[config.mk]
export PLATFORM = sky130hd
export DESIGN_NAME = sps_front
export DESIGN_NICKNAME = d
export VERILOG_FILES = /design/src/sps_pkg.sv /design/src/sps_front.sv
export SDC_FILE = /design/constraint.sdc
export NUM_CORES = 1
export LEC_CHECK = 0
export CAP_MARGIN = 30
export CORE_MARGIN = 1.5
export CORE_UTILIZATION = 60
export DETAILED_ROUTE_END_ITERATION = 10
export DONT_BUFFER_PORTS = 1
export GPL_TIMING_DRIVEN = 0
export PLACE_DENSITY_LB_ADDON = 0.25
export SETUP_SLACK_MARGIN = 0.05
export SLEW_MARGIN = 15
export SYNTH_ARGS = -nofsm -noshare
export SYNTH_HDL_FRONTEND = slang
export SYNTH_SLANG_ARGS = --single-unit
[constraint.sdc]
create_clock -name vclk -period 3.6
set_input_delay 0.18 -clock vclk [all_inputs]
set_output_delay 0.18 -clock vclk [all_outputs]
set_load 0.05 [all_outputs]
[src/sps_pkg.sv]
package sps_pkg;

    localparam logic [63:0] RPIBY2   = 64'h3fe45f306dc9c883;
    localparam logic [63:0] PIO2_HI  = 64'h3ff921fb50000000;
    localparam logic [63:0] PIO2_LO  = 64'h3e5110b4611a6263;
    localparam logic [63:0] HALF_POS = 64'h3fe0000000000000;
    localparam logic [63:0] HALF_NEG = 64'hbfe0000000000000;

    localparam logic [63:0] SIN_C0 = 64'h3ff0000000000000;
    localparam logic [63:0] SIN_C1 = 64'hbfc555545268a030;
    localparam logic [63:0] SIN_C2 = 64'h3f811073afd14db9;
    localparam logic [63:0] SIN_C3 = 64'hbf29943e0fc79aa9;
    localparam logic [63:0] COS_C0 = 64'h3ff0000000000000;
    localparam logic [63:0] COS_C1 = 64'hbfdffffb2a77e083;
    localparam logic [63:0] COS_C2 = 64'h3fa553e7f02ac8aa;
    localparam logic [63:0] COS_C3 = 64'hbf5644d62993c4ad;

    localparam logic [31:0] QNAN_F    = 32'h7fc00000;
    localparam logic [31:0] TWO_P28_F = 32'h4d800000;

    localparam int MUL_LAT = 4;
    localparam int ADD_LAT = 6;

    typedef struct packed {
        logic [63:0] dx;
        logic        nan;
        logic        last;
    } t_entry;

endpackage

[src/sps_front.sv]
module sps_front (
    input  logic            i_in_valid,
    output logic            o_in_ready,
    input  logic [31:0]     i_arg_bits,
    input  logic            i_last_in,
    input  logic            i_full,
    output logic            o_push,
    output sps_pkg::t_entry o_entry
);
    import sps_pkg::*;

    logic [30:0] mag;
    logic        is_nan;
    logic        to_zero;
    logic [4:0]  top;
    logic [22:0] frac_n;

    assign o_in_ready = !i_full;
    assign o_push     = i_in_valid && !i_full;

    always_comb begin
        mag     = i_arg_bits[30:0];
        is_nan  = mag > 31'h7f800000;
        to_zero = is_nan || (mag >= TWO_P28_F[30:0]);
        top     = '0;
        for (int k = 0; k < 23; k++) begin
            if (i_arg_bits[k]) begin
                top = 5'(k);
            end
        end
        frac_n = i_arg_bits[22:0] << (5'd23 - top);

        o_entry.nan  = is_nan;
        o_entry.last = i_last_in;
        if (to_zero) begin
            o_entry.dx = '0;
        end else if (i_arg_bits[30:23] == 8'd0) begin
            if (i_arg_bits[22:0] == 23'd0) begin
                o_entry.dx = {i_arg_bits[31], 63'd0};
            end else begin
                o_entry.dx = {i_arg_bits[31], 11'(top) + 11'd874, frac_n, 29'd0};
            end
        end else begin
            o_entry.dx = {i_arg_bits[31], {3'd0, i_arg_bits[30:23]} + 11'd896,
                          i_arg_bits[22:0], 29'd0};
        end
    end

endmodule

==> results_dict.tcl <==
set metrics [dict create \
    status "finished clean" \
    hold_path.class "input port to output pin" \
    drtIter0Drc 497 \
    cp_slowest_cell "nor2_1" \
    ys_warn_count 0 \
    timing.critical_path.to_type "output pin" \
    post-route-period-util 0.9710 \
    setup_viol 0 \
    drt_wl_total_um 9582 \
    drtPass1Iterations 7 \
    dp_hpwl_um 7274 \
    grt.overflow.total 0 \
    critPathKind "input port to output pin" \
    stdcell_area_mm2 0.002680 \
    n_fill_cell 329 \
    critPathTopFamily "simple AND/OR/NAND/NOR gates" \
    clkbuf_count 0 \
    slew_headroom 0.2916 \
    arrival_ns 3.32 \
    max_freq_ghz 0.2861 \
    grt_pass1_vias 2825 \
    num_rows 22 \
    finalCriticalPeriod_ns 3.495 \
    fin_cells 457 \
    yosysTopAreaCellShare 0.1049 \
    fin_util 0.7212 \
    timing.final.hold_violations 0 \
    drive_gt1_frac 0.2054 \
    syn_to_final_growth_pct 13.45 \
    synth_area_per_cell_um2 6.283 \
    slowest_delay_ns 0.69 \
    start_util 0.6357 \
    ys_top_cells_by_area "buf_4 10%, nor2_1 7.6%, mux2i_1 5.9%, nand2_1 5.7%, a21oi_1 4.9%" \
    cp_max_fo 10 \
    port_buffers 0 \
    netlist_area_mm2 0.002362 \
    num_vias 3324 \
    postSynthCellCount 376 \
    setup_tns_ns 0 \
    seqCellArea_um2 0 \
    rsz0062_at_grt "false" \
    track_usage 0.4239 \
    peakVddDrop_mv 0.09229 \
    cp-start-kind "input port" \
    maxCapViolations 0 \
    startpoint "i_arg_bits[5]" \
    leakage_nw 1.038 \
    powerDensity_mw_per_mm2 178.8 \
    crit_chain "buf_4 -> or4_1 -> a21boi_1 -> o21a_1 -> inv_2 -> clkbuf_1 -> ha_1 -> a211oi_1 -> a21oi_1 -> nor2_1" \
    grt_pass1_wl_um 14280 \
    drc 0 \
    vias_per_cell 7.274 \
    gp_congestion 1.126 \
    finalMaxSlewViolations 0 \
    core_area_mm2 0.003716 \
    yosys.cell_types.count 68 \
    multi_input_area_mm2 0.002192 \
    cp_num_buf_inv 3 \
    fin_nets 449 \
    worst_pin_slew_ns 1.058 \
    die_area_mm2 0.004322 \
    min_from "i_last_in" \
    die_y_um 65.75 \
    antenna_found_initial 0 \
    worstPathRequired_ns 3.42 \
    yosysTopAreaCell "buf_4" \
    die_w_um 65.75 \
    yosysSeqAreaShare 0 \
    ios 103 \
    ant_nets 0 \
    place_area_mm2 0.002560 \
    diodes 0 \
    wire_per_inst_um 20.97 \
    seq_cell_count 0 \
    placed_cells 454 \
    grt_max_degree 11 \
    hold_ws_ns 0.5279 \
]
stage by stage:
step | total power [mW] | setup WS [ns]
global route | 0.5000 | 0.03717
CTS | 0.4574 | 0.05515
global placement | 0.4477 | -0.6942
detailed placement | 0.4538 | -0.4203
finish | 0.4791 | 0.1045
floorplan | 0.3936 | 0.1065
final cells by class:
class | instances | area share
multi-input combinational | 337 | 0.8179
buffer | 56 | 0.1317
tap | 48 | 0.02241
inverter | 11 | 0.01541
timing repair buffer | 5 | 0.01261
metal layers:
metal | track usage | wire (um) | up-vias
met5 | 0 | 0 | -
met4 | 0.1693 | 488 | 0
met3 | 0.08904 | 1406 | 63
met2 | 0.6490 | 4123 | 328
met1 | 0.5735 | 3563 | 1490
li1 | - | - | 1443
cells in the final DEF (no fill, tap or decap), types with 3 or more instances in the layout:
cell and n:
inv_1 7, and2_1 6, o21a_1 3, conb_1 29, mux2_2 3, nand3_1 12
nand2_1 36, o211ai_1 7, nor4_1 6, a221oi_1 6, nor2_2 5, inv_2 4
or4_1 3, o21ai_0 11, clkbuf_1 12, a21o_1 4, nor3_1 12, a22o_1 3
a211oi_1 11, o21ai_1 10, a31oi_1 4, buf_2 8, a22oi_1 8, a21oi_1 22
mux2i_1 14, nor2b_1 7, o311ai_0 3, buf_4 37, nor2_1 42, or3_1 5
a32o_1 3
synth_stat cells (8+ instances only):
cell type  count
nand3_1       13
buf_4         33
nor4_1         8
nor2_1        48
buf_2          8
a211oi_1      14
mux2i_1       14
nand2_1       36
a22oi_1        8
clkbuf_1      13
o21ai_0       15
nor3_1        14
a21oi_1       23
path summary, 6_finish.rpt:
| path | depth (start not counted) | to |
|---|---|---|
| max | 10 | o_entry[59] |
| min | 1 | o_entry[0] |
cell families after synthesis:
group,count (synthesis),share of synthesized area
muxes,20,0.09904
xor gates and xnor gates,1,0.003708
buffers and inverters,67,0.1663
AOI/OAI and AO/OA,135,0.4163
adders and majority gates,3,0.01589
and+or+nand+nor,149,0.2971
other,1,0.001587
report_power, final:
group,internal [mW],switching (mW),total [mW]
Sequential,0,0,0
Clock,0,0,0
Combinational,0.127,0.352,0.479
Total,0.127,0.352,0.479
timing repair:
action,4_1_cts,5_1_grt
gates resized for setup,10,11
pin swaps,1,3
setup buffers,0,3
cloned,0,0
setup endpoints to repair,17,19
hold buffers,0,0
Note: power is estimated with default switching activity, not from simulation.
