--- config.mk ---
export PLATFORM = sky130hd
export DESIGN_NAME = sps_fifo
export DESIGN_NICKNAME = d
export VERILOG_FILES = /design/src/sps_pkg.sv /design/src/sps_fifo.sv
export SDC_FILE = /design/constraint.sdc
export NUM_CORES = 1
export LEC_CHECK = 0
export BUFFER_PORTS_ARGS = -buffer_cell sky130_fd_sc_hd__buf_2
export CAP_MARGIN = 20
export CELL_PAD_IN_SITES_DETAIL_PLACEMENT = 0
export CELL_PAD_IN_SITES_GLOBAL_PLACEMENT = 1
export CORE_MARGIN = 2
export CORE_UTILIZATION = 40
export DETAILED_ROUTE_END_ITERATION = 6
export PLACE_DENSITY_LB_ADDON = 0.1
export SYNTH_ARGS = -nofsm -noshare
export SYNTH_HDL_FRONTEND = slang
export SYNTH_SLANG_ARGS = --single-unit
--- constraint.sdc ---
create_clock -name i_clk -period 4 [get_ports i_clk]
set_clock_uncertainty 0.1 [all_clocks]
set_input_delay 0.2 -clock i_clk [delete_from_list [all_inputs] [get_ports i_clk]]
set_output_delay 0.2 -clock i_clk [all_outputs]
set_load 0.1 [all_outputs]
--- src/sps_pkg.sv ---
package sps_pkg;

    localparam logic [63:0] RPIBY2   = 64'h3fe45f306dc9c883;
    localparam logic [63:0] PIO2_HI  = 64'h3ff921fb50000000;
    localparam logic [63:0] PIO2_LO  = 64'h3e5110b4611a6263;
    localparam logic [63:0] HALF_POS = 64'h3fe0000000000000;
    localparam logic [63:0] HALF_NEG = 64'hbfe0000000000000;

    localparam logic [63:0] SIN_C0 = 64'h3ff0000000000000;
    localparam logic [63:0] SIN_C1 = 64'hbfc555545268a030;
    localparam logic [63:0] SIN_C2 = 64'h3f811073afd14db9;
    localparam logic [63:0] SIN_C3 = 64'hbf29943e0fc79aa9;
    localparam logic [63:0] COS_C0 = 64'h3ff0000000000000;
    localparam logic [63:0] COS_C1 = 64'hbfdffffb2a77e083;
    localparam logic [63:0] COS_C2 = 64'h3fa553e7f02ac8aa;
    localparam logic [63:0] COS_C3 = 64'hbf5644d62993c4ad;

    localparam logic [31:0] QNAN_F    = 32'h7fc00000;
    localparam logic [31:0] TWO_P28_F = 32'h4d800000;

    localparam int MUL_LAT = 4;
    localparam int ADD_LAT = 6;

    typedef struct packed {
        logic [63:0] dx;
        logic        nan;
        logic        last;
    } t_entry;

endpackage

--- src/sps_fifo.sv ---
module sps_fifo #(
    parameter int DEPTH = 4
) (
    input  logic            i_clk,
    input  logic            i_rst_n,
    input  logic            i_push,
    input  sps_pkg::t_entry i_entry,
    output logic            o_full,
    input  logic            i_pop,
    output logic            o_nonempty,
    output sps_pkg::t_entry o_entry
);
    import sps_pkg::*;

    localparam int AW = (DEPTH > 1) ? $clog2(DEPTH) : 1;
    localparam int CW = $clog2(DEPTH + 1);

    t_entry          r_mem [DEPTH];
    logic [AW-1:0]   r_wp, n_wp, r_rp, n_rp;
    logic [CW-1:0]   r_count, n_count;
    logic            push_ok, pop_ok;

    assign o_full     = (r_count == CW'(DEPTH));
    assign o_nonempty = (r_count != '0);
    assign o_entry    = r_mem[r_rp];
    assign push_ok    = i_push && !o_full;
    assign pop_ok     = i_pop && o_nonempty;

    always_comb begin
        n_wp = r_wp;
        n_rp = r_rp;
        if (push_ok) begin
            n_wp = (r_wp == AW'(DEPTH - 1)) ? '0 : r_wp + 1'b1;
        end
        if (pop_ok) begin
            n_rp = (r_rp == AW'(DEPTH - 1)) ? '0 : r_rp + 1'b1;
        end
        unique case ({push_ok, pop_ok})
            2'b10:   n_count = r_count + 1'b1;
            2'b01:   n_count = r_count - 1'b1;
            default: n_count = r_count;
        endcase
    end

    always_ff @(posedge i_clk) begin
        if (!i_rst_n) begin
            r_wp    <= '0;
            r_rp    <= '0;
            r_count <= '0;
        end else begin
            r_wp    <= n_wp;
            r_rp    <= n_rp;
            r_count <= n_count;
        end
    end

    always_ff @(posedge i_clk) begin
        if (push_ok) begin
            r_mem[r_wp] <= i_entry;
        end
    end

    a_count_bound: assert property (@(posedge i_clk) disable iff (!i_rst_n)
        r_count <= CW'(DEPTH))
        else $error("queue count beyond depth");

    a_pop_only: assert property (@(posedge i_clk) disable iff (!i_rst_n)
        (pop_ok && !push_ok) |=> (r_count == $past(r_count) - 1'b1))
        else $error("queue count not decremented on pop");

endmodule

==> run summary <==
The flow ran to the end, and the final reports show no timing, DRC or antenna violations. The worst-case IR drop observed on VDD is 502 uV. Average size of a mapped cell: 25.0 um^2. Setup repair after global routing left no endpoint under its margin. The tools report the half-perimeter wire length of the detailed placement result as 9890 um.

The final hold slack is 0.0331 ns. By area the synthesized netlist is led by edfxtp_1, mux4_2, dfxtp_1. Summing all flip-flop and latch instances after layout gives 8120 um^2. The fraction of synthesized cell area in xor and xnor cells came out at 0.175%. For flop-to-flop paths, the worst setup slack is 1.58 ns.

Across every metal layer, demand over resource in global routing totals 14.2%. The pin count of the biggest net entering global routing came out at 67. The delay of the slowest critical-path stage was 0.80 ns; the final standard cell utilization of the core was 52.1%. For the final antenna diode count, the log shows 0. The worst pin sits at a relative slew slack of 28.7%. Summing the areas of all fa, ha and maj instances in the mapped netlist gives 0.950% of the synthesized area. The DRC violations left was 0; the die footprint was 26,300 um^2. Reported leakage power: 4.32 nW. The slowest stage of the critical path is the dfxtp_4 cell. The floorplan step set the die height to 162 um. The number of search-and-repair iterations in the first detailed-routing pass came out at 4. The tools report the reg-to-reg startpoint as r_count[2]. The share of Yosys cell area claimed by the top area cell type was 79.2%. The run gives 23 as the number of distinct library cells after synthesis.

The tools report the wire length of the first global-routing pass as 28,400 um. For the worst-skew pair, the clock arrives at the later sink with an insertion delay of 0.52 ns. Buffers added to address setup during post-CTS repair amount to 0.

The proportion of synthesized area in mux cells was 15.1%. Cell taking the most area after synthesis: edfxtp_1. The H-tree depth was 1. The critical path ends at o_entry[52].

Count of flip-flops with a built-in enable after synthesis: 264. The tools report the floorplan core area as 24,500 um^2. Setup violations remaining at the end of the flow were counted as 0. The clock passes through at most 3 buffers. The top-level port count was 138. The number of antenna violations at the first check in global routing was 0; the clock edge transition at the registers on the reported setup and hold paths was 0.06 ns. Counting flops with an async set or reset pin after synthesis yields a share of 0%. The number of buffer cells added on primary ports is 137. The cell with the most instances after synthesis is edfxtp_1. The run gives 400 as the number of instances in the synthesized netlist. For this run, global-route usage on met3 was measured as 2.63%. The worst setup path is captured at a primary output.

Cells with a size suffix above 1 make up 40.6% of the layout. The synthesized netlist devotes 0.350% of its cell area to compound gates. Most frequently used flop master after synthesis: edfxtp_1.

Horizontal die dimension: 162 um. The post-route minimum period is 2.88 ns. Biggest fanout along the worst timing path: 32. The final critical path takes up 72.0% of the cycle. The logs give 5,221 for the number of global-route vias before repair and 4,764 for the number of vias in the routed layout. The cell area reported after detailed placement came out at 11,000 um^2. For this run, the number of standard cells in the final layout without fillers is 970. Endpoint of the worst register-to-register path: r_mem[0][17]. Number of register bits inferred by synthesis: 273. Counting the fill cells in the layout gives 1,949.

The initial utilization of the core area, before any placement, comes to 40.9%. In the global route stage, met2 resource usage came out at 24.9%. Of the synthesized area, sequential elements account for 81.0%. Before CTS, the worst setup slack after placement is 1.52 ns. The min-delay analysis places its worst path in the category input pin to flip-flop. TritonCTS built the clock tree. The floorplan has 57 rows. The critical path goes through buf_4, mux4_2, buf_2. For the total count of max-transition violations in the final report, the log shows 0. In this run the cell area of the synthesized design comes to 10,000 um^2. The worst setup path is launched from a flip-flop. The tool flagged a number of max-cap violations equal to 0. Final hold violation count: 0. The post-cts resize count is 0.

Total power for the finished layout comes to 9.99 mW. By startpoint and endpoint, the worst setup path is classified as flip-flop to primary output. For the worst setup path, the data required time is 3.70 ns.

In this run, the number of DRC markers left after iteration 0 of detailed routing was 239. In the global route stage, met1 resource usage came out at 18.1%. The synthesized netlist net count was 477. Including well taps, the total number of placed cells is 847. The average wire length per cell after detail routing was 19.2 um; the arrival time reported for the critical path endpoint was 2.58 ns. Busiest metal layer after global routing: met2. Measured in cells, the most critical reg-to-reg path has a length of 3. The congestion estimate from routability-driven global placement came to 0.630. Counting the buffers created by CTS gives 29. The final sum of negative setup slack came out at 0 ns.

Summing all multi-input logic gate instances after layout gives 1780 um^2. The layout overhead on the synthesized area works out to 27.4%. The tree is rooted in a clkbuf_16. The remaining antenna violation count is 0, and the total power density per cell area is 783 nW/um^2. At the end of the flow, the number of nets in the layout was 701.

The Yosys step of the flow raised 0 warnings. At the pin with the least slew margin, the transition time is 1.07 ns. The maximum achievable frequency is 347 MHz, and the number of sinks handled by clock tree synthesis is 273.

Global routing finished with a remaining overflow of 0. After detailed routing, the number of vias per cell comes to 4.91. The main combinational cell family by area after synthesis was multiplexers. By count the netlist is led by edfxtp_1, mux4_2, dfxtp_1. The area of all placed cells without fillers was 12,800 um^2; the minimum setup slack in the final design was 1.12 ns. After Yosys synthesis, and, or, nand and nor cells account for 1.08% of the synthesized area. Wires add up to 18,600 um.
worst min-delay path by stage:
stage | startpoint | endpoint | depth (start not counted)
6_report | i_pop | flip-flop | 3
5_1_grt | i_pop | flip-flop | 3
4_1_cts | i_pop | flip-flop | 3
3_5_place_dp | i_entry[54] | r_mem[3][54] | 1
3_3_place_gp | i_entry[46] | r_mem[3][46] | 1
2_1_floorplan | i_entry[0] | r_mem[0][0] | 0
timing repair:
action                                  4_1_cts  5_1_grt
endpoints found under the setup margin        0        0
hold endpoints to repair                    273        0
hold buffers                                 67        0
worst max-delay path: cells and delay by family (launching register included):
| family | cells | cell delay (ns) |
|---|---|---|
| mux | 1 | 0.55 |
| flops | 1 | 0.80 |
| buf+inv | 2 | 0.69 |
metal layers:
metal | wire, um | share of wire [%] | vias up
met5 | 0 | 0 | -
met4 | 538 | 2.9 | 0
met3 | 788 | 4.2 | 46
met2 | 9260 | 50 | 127
met1 | 8040 | 43 | 2445
li1 | - | - | 2146
state kept, by name (all words and copies together), names as in the netlist, named ones only:
register  count
r_mem       264
r_count       3
r_rp          2
r_wp          2
power by group:
group	leakage, nW	switching [mW]	total (mW)	internal [mW]
clock network	0.461	1.06	2.66	1.59
registers	2.50	0.198	3.66	3.46
logic	1.36	2.85	3.67	0.819
total	4.32	4.12	9.99	5.88
area by class of cell:
cell class,count,share of cell area [%]
clock inverters,21,1.82
flip-flops and latches,273,63.6
well taps,324,3.18
inverters,7,0.206
repair buffers,209,11.4
multi-input cells,104,13.9
clock buffers,32,5.78
cells in the final DEF (no fill, tap or decap), types with 3 or more instances in the layout:
master,Yosys,layout
ha_1,6,6
dfxtp_1,9,7
mux4_2,66,66
clkbuf_16,0,29
dlygate4sd3_1,0,67
buf_2,5,137
clkbuf_1,4,3
inv_1,7,7
nand2_1,7,7
clkinv_2,0,6
edfxtp_1,264,264
clkinv_1,0,3
and2_4,0,4
clkinvlp_4,0,5
o21ai_0,4,4
bufinv_16,0,4
cell families (layout without fill, tap and decap cells):
| logic type | count (synthesis) | after routing |
|---|---|---|
| AO/OA/AOI/OAI | 6 | 6 |
| XOR/XNOR | 2 | 2 |
| adder cells (fa/ha/maj) | 7 | 7 |
| buffers and inverters | 23 | 269 |
| flip-flops | 273 | 273 |
| multiplexers | 68 | 68 |
| AND/OR/NAND/NOR | 21 | 21 |
Power figures use the tool's default switching activity.
